`config.mk`:
```
export PLATFORM = sky130hd
export DESIGN_NAME = ip_packet_address_filter_unit
export DESIGN_NICKNAME = d
export VERILOG_FILES = /design/src/sv/ipaf_pkg.sv /design/src/sv/ip_packet_address_filter_unit.sv /design/src/sv/ipaf_verdict.sv
export SDC_FILE = /design/constraint.sdc
export NUM_CORES = 2
export LEC_CHECK = 0
export BUFFER_PORTS_ARGS = -buffer_cell sky130_fd_sc_hd__buf_2
export CAP_MARGIN = 25
export CORE_AREA = 2 2 255 257
export DETAILED_ROUTE_END_ITERATION = 7
export DIE_AREA = 0 0 257 259
export PLACE_DENSITY_LB_ADDON = 0.1
export SYNTH_ARGS = -nofsm -noshare
export SYNTH_HDL_FRONTEND = slang
export SYNTH_SLANG_ARGS = --single-unit
```
`constraint.sdc`:
```
create_clock -name clk -period 7.3 [get_ports clk]
set_input_delay 0.73 -clock clk [delete_from_list [all_inputs] [get_ports clk]]
set_output_delay 0.73 -clock clk [all_outputs]
set_load 0.05 [all_outputs]
```
`src/sv/ipaf_pkg.sv`:
```
// Package for the IP address packet filter: item structs, register indexes,
// link, kind and mode codes, and header constants. No dependencies.
package ipaf_pkg;

  typedef struct packed {
    logic [7:0] frame_byte;
    logic       frame_end;
  } in_item_t;

  typedef struct packed {
    logic        keep;
    logic [1:0]  ip_kind;
    logic [31:0] kept_total;
  } out_item_t;

  // Pattern addresses as written through the configuration port.
  typedef struct packed {
    logic [31:0] v4_a;
    logic [31:0] v4_b;
    logic [63:0] v6_a_high;
    logic [63:0] v6_a_low;
    logic [63:0] v6_b_high;
    logic [63:0] v6_b_low;
  } pattern_t;

  // Configuration register indexes.
  localparam logic [2:0] CFG_LINK_TYPE   = 3'd0;
  localparam logic [2:0] CFG_FILTER_MODE = 3'd1;
  localparam logic [2:0] CFG_V4_A        = 3'd2;
  localparam logic [2:0] CFG_V4_B        = 3'd3;
  localparam logic [2:0] CFG_V6_A_HIGH   = 3'd4;
  localparam logic [2:0] CFG_V6_A_LOW    = 3'd5;
  localparam logic [2:0] CFG_V6_B_HIGH   = 3'd6;
  localparam logic [2:0] CFG_V6_B_LOW    = 3'd7;

  // Link types.
  localparam logic [1:0] LINK_NULL = 2'd0;
  localparam logic [1:0] LINK_ETH  = 2'd1;

  // IP kinds, also used as the protocol class of the current frame.
  localparam logic [1:0] KIND_NONE = 2'd0;
  localparam logic [1:0] KIND_V4   = 2'd1;
  localparam logic [1:0] KIND_V6   = 2'd2;

  // Filter modes.
  localparam logic [2:0] MODE_ANY     = 3'd0;
  localparam logic [2:0] MODE_V4      = 3'd1;
  localparam logic [2:0] MODE_V6      = 3'd2;
  localparam logic [2:0] MODE_V4_ONE  = 3'd3;
  localparam logic [2:0] MODE_V4_PAIR = 3'd4;
  localparam logic [2:0] MODE_V6_ONE  = 3'd5;
  localparam logic [2:0] MODE_V6_PAIR = 3'd6;

  // Link header identifiers and lengths.
  localparam logic [31:0] FAM_V4 = 32'h0200_0000;
  localparam logic [31:0] FAM_V6 = 32'h0180_0000;
  localparam logic [15:0] ETH_V4 = 16'h0800;
  localparam logic [15:0] ETH_V6 = 16'h86dd;

  localparam logic [5:0] HDR_NULL = 6'd4;
  localparam logic [5:0] HDR_ETH  = 6'd14;
  localparam logic [5:0] IP4_HDR  = 6'd20;
  localparam logic [5:0] IP6_HDR  = 6'd40;
  localparam logic [5:0] POS_MAX  = 6'd63;

endpackage

```
`src/sv/ip_packet_address_filter_unit.sv`:
```
// Top level of the IP address packet filter: configuration registers, byte
// parser, kept counter and result register. Depends on ipaf_pkg, ipaf_verdict.
//
// The filter takes one frame byte per clock with no gaps needed between frames.
// Each accepted byte updates the link header shift register, the protocol class
// and the captured source and destination addresses in the same cycle; on the
// byte marked as frame end the verdict is computed and loaded into the result
// register, so a result appears in the cycle after its last byte. The only stall
// comes from the result register: input is held off while a result is waiting
// and out_stall is high. Configuration writes are always taken (cfg_ready is
// tied high) and should only be made between frames.
module ip_packet_address_filter_unit import ipaf_pkg::*; #(
  parameter int COUNT_WIDTH = 32
) (
  input  logic        clk,
  input  logic        rst_n,
  input  logic        in_valid,
  output logic        in_stall,
  input  in_item_t    in_item,
  output logic        out_valid,
  input  logic        out_stall,
  output out_item_t   out_item,
  input  logic        cfg_valid,
  output logic        cfg_ready,
  input  logic [2:0]  cfg_index,
  input  logic [63:0] cfg_data
);

  localparam logic [COUNT_WIDTH-1:0] CntOne = COUNT_WIDTH'(1);

  logic [1:0]  link_type_r;
  logic [2:0]  filter_mode_r;
  pattern_t    pattern_r;

  logic [5:0]  pos_r, pos_nxt;
  logic [31:0] type_r, type_nxt;
  logic [1:0]  class_r, class_nxt;
  logic [63:0] src_high_r, src_high_nxt, src_low_r, src_low_nxt;
  logic [63:0] dst_high_r, dst_high_nxt, dst_low_r, dst_low_nxt;
  logic [COUNT_WIDTH-1:0] cnt_r, cnt_nxt;

  logic        out_valid_r;
  out_item_t   out_item_r;

  logic        in_acc;
  logic        link_ok;
  logic [5:0]  hdr;
  logic [5:0]  off;
  logic [7:0]  b;
  logic [1:0]  kind;
  logic        keep;

  assign cfg_ready = 1'b1;
  assign in_stall  = out_valid_r && out_stall;
  assign in_acc    = in_valid && !in_stall;
  assign out_valid = out_valid_r;
  assign out_item  = out_item_r;

  assign b       = in_item.frame_byte;
  assign link_ok = (link_type_r == LINK_NULL) || (link_type_r == LINK_ETH);
  assign hdr     = (link_type_r == LINK_NULL) ? HDR_NULL : HDR_ETH;
  assign off     = pos_r - hdr;

  always_comb begin
    type_nxt     = type_r;
    class_nxt    = class_r;
    src_high_nxt = src_high_r;
    src_low_nxt  = src_low_r;
    dst_high_nxt = dst_high_r;
    dst_low_nxt  = dst_low_r;
    if (link_ok) begin
      if (pos_r < hdr) begin
        type_nxt = {type_r[23:0], b};
        // The link header is classified on its final byte.
        if (pos_r == hdr - 6'd1) begin
          class_nxt = KIND_NONE;
          if (link_type_r == LINK_NULL) begin
            if (type_nxt == FAM_V4)      class_nxt = KIND_V4;
            else if (type_nxt == FAM_V6) class_nxt = KIND_V6;
          end else begin
            if (type_nxt[15:0] == ETH_V4)      class_nxt = KIND_V4;
            else if (type_nxt[15:0] == ETH_V6) class_nxt = KIND_V6;
          end
        end
      end else if (class_r == KIND_V4) begin
        if (off >= 6'd12 && off < 6'd16) begin
          src_low_nxt = {32'd0, src_low_r[23:0], b};
        end else if (off >= 6'd16 && off < 6'd20) begin
          dst_low_nxt = {32'd0, dst_low_r[23:0], b};
        end
      end else if (class_r == KIND_V6) begin
        if (off >= 6'd8 && off < 6'd16) begin
          src_high_nxt = {src_high_r[55:0], b};
        end else if (off >= 6'd16 && off < 6'd24) begin
          src_low_nxt = {src_low_r[55:0], b};
        end else if (off >= 6'd24 && off < 6'd32) begin
          dst_high_nxt = {dst_high_r[55:0], b};
        end else if (off >= 6'd32 && off < 6'd40) begin
          dst_low_nxt = {dst_low_r[55:0], b};
        end
      end
    end
  end

  assign pos_nxt = (pos_r == POS_MAX) ? pos_r : pos_r + 6'd1;

  // A frame only counts as IP if the whole IP header arrived.
  always_comb begin
    kind = KIND_NONE;
    if (link_ok) begin
      if (class_nxt == KIND_V4 && pos_nxt >= hdr + IP4_HDR) begin
        kind = KIND_V4;
      end else if (class_nxt == KIND_V6 && pos_nxt >= hdr + IP6_HDR) begin
        kind = KIND_V6;
      end
    end
  end

  ipaf_verdict u_verdict (
    .filter_mode (filter_mode_r),
    .ip_kind     (kind),
    .pattern     (pattern_r),
    .src_high    (src_high_nxt),
    .src_low     (src_low_nxt),
    .dst_high    (dst_high_nxt),
    .dst_low     (dst_low_nxt),
    .keep        (keep)
  );

  assign cnt_nxt = keep ? cnt_r + CntOne : cnt_r;

  always_ff @(posedge clk) begin
    if (!rst_n) begin
      link_type_r   <= LINK_ETH;
      filter_mode_r <= MODE_ANY;
      pattern_r     <= '0;
    end else if (cfg_valid && cfg_ready) begin
      unique case (cfg_index)
        CFG_LINK_TYPE:   link_type_r         <= cfg_data[1:0];
        CFG_FILTER_MODE: filter_mode_r       <= cfg_data[2:0];
        CFG_V4_A:        pattern_r.v4_a      <= cfg_data[31:0];
        CFG_V4_B:        pattern_r.v4_b      <= cfg_data[31:0];
        CFG_V6_A_HIGH:   pattern_r.v6_a_high <= cfg_data;
        CFG_V6_A_LOW:    pattern_r.v6_a_low  <= cfg_data;
        CFG_V6_B_HIGH:   pattern_r.v6_b_high <= cfg_data;
        CFG_V6_B_LOW:    pattern_r.v6_b_low  <= cfg_data;
        default:         ;
      endcase
    end
  end

  always_ff @(posedge clk) begin
    if (!rst_n) begin
      pos_r      <= '0;
      type_r     <= '0;
      class_r    <= KIND_NONE;
      src_high_r <= '0;
      src_low_r  <= '0;
      dst_high_r <= '0;
      dst_low_r  <= '0;
      cnt_r      <= '0;
    end else if (in_acc) begin
      if (in_item.frame_end) begin
        // Per-frame state starts over after every result.
        pos_r      <= '0;
        type_r     <= '0;
        class_r    <= KIND_NONE;
        src_high_r <= '0;
        src_low_r  <= '0;
        dst_high_r <= '0;
        dst_low_r  <= '0;
        cnt_r      <= cnt_nxt;
      end else begin
        pos_r      <= pos_nxt;
        type_r     <= type_nxt;
        class_r    <= class_nxt;
        src_high_r <= src_high_nxt;
        src_low_r  <= src_low_nxt;
        dst_high_r <= dst_high_nxt;
        dst_low_r  <= dst_low_nxt;
      end
    end
  end

  always_ff @(posedge clk) begin
    if (!rst_n) begin
      out_valid_r <= 1'b0;
    end else if (in_acc && in_item.frame_end) begin
      out_valid_r <= 1'b1;
    end else if (!out_stall) begin
      out_valid_r <= 1'b0;
    end
  end

  always_ff @(posedge clk) begin
    if (in_acc && in_item.frame_end) begin
      out_item_r.keep       <= keep;
      out_item_r.ip_kind    <= kind;
      out_item_r.kept_total <= 32'(cnt_nxt);
    end
  end

  a_end_gives_result: assert property (@(posedge clk) disable iff (!rst_n)
    (in_acc && in_item.frame_end) |=> out_valid_r)
    else $error("frame end accepted without a result");

  a_keep_needs_ip: assert property (@(posedge clk) disable iff (!rst_n)
    (out_valid_r && out_item_r.keep) |-> (out_item_r.ip_kind != KIND_NONE))
    else $error("kept frame without IP kind");

  a_frame_cleared: assert property (@(posedge clk) disable iff (!rst_n)
    (in_acc && in_item.frame_end) |=> (pos_r == '0 && class_r == KIND_NONE))
    else $error("frame state not cleared after frame end");

  a_count_step: assert property (@(posedge clk) disable iff (!rst_n)
    (in_acc && in_item.frame_end && keep) |=> (cnt_r == $past(cnt_r) + CntOne))
    else $error("kept counter did not advance");

  a_count_hold: assert property (@(posedge clk) disable iff (!rst_n)
    !(in_acc && in_item.frame_end) |=> $stable(cnt_r))
    else $error("kept counter moved without a frame end");

endmodule

```
`src/sv/ipaf_verdict.sv`:
```
// Keep/drop decision for one frame from its IP kind, captured addresses and
// the filter mode. Depends on ipaf_pkg.
module ipaf_verdict import ipaf_pkg::*; (
  input  logic [2:0]  filter_mode,
  input  logic [1:0]  ip_kind,
  input  pattern_t    pattern,
  input  logic [63:0] src_high,
  input  logic [63:0] src_low,
  input  logic [63:0] dst_high,
  input  logic [63:0] dst_low,
  output logic        keep
);

  logic sa4, da4, sb4, db4;
  logic sa6, da6, sb6, db6;
  logic is_v4, is_v6;

  // An IPv4 address lives in the low half with the upper half zero.
  assign sa4 = (src_low == {32'd0, pattern.v4_a});
  assign da4 = (dst_low == {32'd0, pattern.v4_a});
  assign sb4 = (src_low == {32'd0, pattern.v4_b});
  assign db4 = (dst_low == {32'd0, pattern.v4_b});

  assign sa6 = (src_high == pattern.v6_a_high) && (src_low == pattern.v6_a_low);
  assign da6 = (dst_high == pattern.v6_a_high) && (dst_low == pattern.v6_a_low);
  assign sb6 = (src_high == pattern.v6_b_high) && (src_low == pattern.v6_b_low);
  assign db6 = (dst_high == pattern.v6_b_high) && (dst_low == pattern.v6_b_low);

  assign is_v4 = (ip_kind == KIND_V4);
  assign is_v6 = (ip_kind == KIND_V6);

  always_comb begin
    unique case (filter_mode)
      MODE_ANY:     keep = (ip_kind != KIND_NONE);
      MODE_V4:      keep = is_v4;
      MODE_V6:      keep = is_v6;
      MODE_V4_ONE:  keep = is_v4 && (sa4 || da4);
      MODE_V4_PAIR: keep = is_v4 && ((sa4 && db4) || (sb4 && da4));
      MODE_V6_ONE:  keep = is_v6 && (sa6 || da6);
      MODE_V6_PAIR: keep = is_v6 && ((sa6 && db6) || (sb6 && da6));
      default:      keep = 1'b0;
    endcase
  end

endmodule

```
==> results of run 1 <==
[routing by layer]
metal | overflow | GRT usage [%]
met1 | 1 | 74.1
met2 | 41 | 89.6
met3 | 0 | 50.3
met4 | 58 | 65.5
met5 | 0 | 18.6
[kinds of logic after synthesis]
logic type / share of synthesized area, %
DFF: 34.7
muxes: 1.88
xor gates and xnor gates: 13.1
other: 0.00930
buffers and inverters: 7.29
AOI/OAI and AO/OA: 23.4
and+or+nand+nor: 19.3
adders and majority gates: 0.298
[synth_stat cells (93+ instances only)]
library cell | count | area, um2
xnor2_1 | 313 | 2740
nand4_1 | 93 | 582
clkbuf_1 | 443 | 1660
o22ai_1 | 179 | 1120
a22oi_1 | 308 | 2310
xor2_1 | 284 | 2490
nand2_1 | 784 | 2940
nor2_1 | 445 | 1670
dfxtp_1 | 646 | 12900
a21oi_1 | 455 | 2280
nor4_1 | 126 | 788
inv_1 | 266 | 998
[metrics by stage]
stage               util, %  instance area (um2)  setup slack [ps]  cells
global placement       64.5                41200               660   5900
floorplan                 -                40300              1700   5309
detailed placement     64.6                41300               501   5903
CTS                    68.7                43900               422   6032
==> flow_metrics.tcl, run 1 <==
set metrics [dict create \
    fp.dieH_um 259 \
    error "[ERROR GRT-0116] Global routing finished with congestion. Check the congestion regions in the DRC Viewer." \
    status "stopped before the end" \
    ys_seq_elements 681 \
    start_util_pct 63.2 \
    clock-sinks 681 \
    grt_max_degree 231 \
    place_congestion 1.30 \
    htree_levels 3 \
    synth_cells 5309 \
    portBuffers 117 \
    numCtsBuffers 71 \
    cts_setup_buffers 0 \
    grt_pass1_vias 46300 \
    synth-edff-count 35 \
    grt_pass1_wl_um 342000 \
    cts_hold_buf 0 \
    ys_async_sr_fraction_pct 0 \
    netlist_area_um2 40300 \
    cts-root-buf "clkbuf_16" \
    overflow 100 \
    synthDistinctLibCells 89 \
    dp_hpwl_um 165000 \
    cts_resized 0 \
    grtUsageTotal_pct 70.5 \
    cts_buffer_depth 3 \
    rows 93 \
    design.portCount 119 \
    synth_nets 5398 \
    ys_seq_area_share_pct 34.7 \
    stop_stage "global routing (5_1_grt)" \
    yosys_warnings 0 \
    synth_ff_type "dfxtp_1" \
    fp.dieW_um 257 \
    syn_area_per_cell_um2 7.60 \
]
==> run 2, diff against run 1 <==
- CORE_AREA: 2 2 255 257 -> 2 2 321 323
- DIE_AREA: 0 0 257 259 -> 0 0 323 325
- PLACE_DENSITY_LB_ADDON: 0.1 -> 0.15
==> run 2 against run 1 <==
  * The run now ends clean
  * Synthesized area did not move
  * Synthesized cell count did not move
==> flow_metrics.tcl, run 2 <==
set metrics [dict create \
    cp_num_cells 18 \
    grt_pass1_vias 40600 \
    drive_gt1_share_pct 8.97 \
    p_total_mw 8.87 \
    netlist_area_um2 40300 \
    final_max_slew_viol_count 0 \
    numCtsBuffers 77 \
    synth-edff-count 35 \
    arrival_ps 7570 \
    grt_antenna_before_repair 11 \
    dp_hpwl_um 194000 \
    finClkSkew_ps 37.8 \
    routed_wirelength_um 258000 \
    drt_iter0_markers 7607 \
    top_register "pattern_r" \
    ys_async_sr_fraction_pct 0 \
    overflow 0 \
    critPathCaptureType "flip-flop" \
    fp.dieW_um 323 \
    fin_nets 5266 \
    clkLatencyLatePin_ps 690 \
    coreArea_um2 101000 \
    cts_tree "built" \
    synth_top_area_share_pct 32.1 \
    layout_common_cells "783 x nand2_1, 646 x dfxtp_1, 455 x a21oi_1" \
    ir_drop_v 0.000181 \
    synthMostInstantiatedCell "nand2_1" \
    clock-sinks 681 \
    cts_hold_buf 0 \
    synthDistinctLibCells 89 \
    worstPathRequired_ps 7890 \
    mostFrequentLayoutCell "nand2_1" \
    fin_tns_setup_ps 0 \
    rsz0062_at_grt "false" \
    route.met3.wl_um 33100 \
    fin_crit_sh_pct 95.6 \
    wl_met1_um 99800 \
    cts_setup_buffers 0 \
    synth_nets 5398 \
    worstSetupPathType "flip-flop to flip-flop" \
    path_max_fanout 25 \
    start_util_pct 39.8 \
    p_leak_nw 16.3 \
    syn_area_per_cell_um2 7.60 \
    syn2layout_area_growth_pct 11.5 \
    yosys-top-cells-area "dfxtp_1 32%, nand2_1 7.3%, xnor2_1 6.8%, xor2_1 6.2%, a22oi_1 5.7%" \
    place_congestion 1.16 \
    crit_family "simple AND/OR/NAND/NOR gates" \
    crit_chain "or2_1 -> ha_1 -> nand2b_1 -> a21oi_1 -> o21ai_1 -> nor2_4 -> buf_4 -> a22oi_1 -> xnor2_1 -> nand2_1 -> or4_1 -> nor4_1 -> nand4_1 -> a2111oi_4 -> buf_4 -> nor2_2 -> or4_1 -> a21oi_1" \
    synth_ff_type "dfxtp_1" \
    cts_resized 0 \
    setup_ws_ps 323 \
    finalHoldViolations 0 \
    worst_pin_slew_ps 1270 \
    path_buf_inv 2 \
    routedWlPerCell_um 39.1 \
    max_slew_margin_pct 15.6 \
    rows 117 \
    num_vias 44800 \
    fp.dieH_um 325 \
    holdCritPathClass "input pin to flip-flop" \
    maxCapViolations 0 \
    viasPerCell 6.78 \
    die_area_um2 105000 \
    yosys_warnings 0 \
    grt_pass1_wl_um 346000 \
    cp_slowest_stage_delay_ps 630 \
    cts_buffer_depth 3 \
    ys_seq_elements 681 \
    drtPass1Iterations 7 \
    grtUsageTotal_pct 47.5 \
    fmax_ghz 0.143 \
    htree_levels 3 \
    status "finished, final reports clean" \
    clk_pin_slew_ps 60 \
    min_path_cells 2 \
    power.density_nw_per_um2 197 \
    drt.antenna.violating_nets 0 \
    drc 0 \
    cp_slowest_cell "a2111oi_4" \
    startpoint_type "flip-flop" \
    period_needed_ps 6980 \
    yosysTopAreaCell "dfxtp_1" \
    ys_seq_area_share_pct 34.7 \
    wl_met2_um 103000 \
    synthTopCellsByCount "784 x nand2_1, 646 x dfxtp_1, 455 x a21oi_1, 445 x nor2_1, 443 x clkbuf_1" \
    pre_cts_ws_ps 456 \
    setup_viol 0 \
    largest_reg_flops 320 \
    top_layer_used "met5" \
    portBuffers 117 \
    synth_cells 5309 \
    grt_max_degree 217 \
    cts-root-buf "clkbuf_16" \
    rr_worst_depth 18 \
    design.portCount 119 \
]
run 2: final timing paths:
kind / startpoint / endpoint / slack (ps)
min: rst_n / link_type_r[0] / 350
min reg2reg: pattern_r[248] / pattern_r[248] / 460
max reg2reg: link_type_r[1] / cnt_r[5] / 320
max: link_type_r[1] / cnt_r[5] / 320
run 2: cell type report:
class | instances | area, um2
inverter | 269 | 1020
multi-input combinational | 3855 | 23600
tap | 1368 | 1710
clock buffer | 106 | 2190
sequential | 681 | 14000
antenna | 5 | 12.5
timing repair buffer | 293 | 1990
fill | 10400 | 56300
clock inverter | 35 | 459
run 2: power breakdown:
group / internal (mW) / leakage [nW] / total, mW / switching, mW
registers: 3.79 / 5.53 / 3.94 / 0.141
clock network: 2.37 / 1.28 / 4.13 / 1.75
logic: 0.222 / 9.53 / 0.808 / 0.587
total: 6.39 / 16.3 / 8.87 / 2.48
run 2: logic make-up after synthesis:
family / after synthesis / synth area share (%)
compound gates: 1416 / 23.4
xor+xnor: 599 / 13.1
fa+ha+maj: 10 / 0.298
buf+inv: 773 / 7.29
flops: 681 / 34.7
mux: 75 / 1.88
other cells: 1 / 0.00930
simple gates: 1754 / 19.3
run 2: metrics by stage:
stage	std cells	utilization (%)	cell area [um2]	hold WS (ps)
2_1_floorplan	5309	-	40300	436
3_3_place_gp	6463	41.7	42300	444
3_5_place_dp	6465	41.7	42300	450
4_1_cts	6606	44.3	44900	320
5_1_grt	6607	44.4	45000	341
6_report	6612	44.4	45000	346
run 2: worst reg2reg max path: cells and delay by family, from the launching register on:
family                   cells  cell delay [ps]
AND/OR/NAND/NOR              9             3390
AO/OA/AOI/OAI                5             1820
buffers and inverters        2              680
flip-flops                   1              420
XOR/XNOR                     1              390
adder cells (fa/ha/maj)      1              210
run 2: layer usage:
layer  GRT usage (%)  up-vias
met5               0        -
met4            32.7        2
met3            16.6      976
met2            66.4     3494
met1            60.8    21900
li1                -    18500
Note: power is estimated with default switching activity, not from simulation.
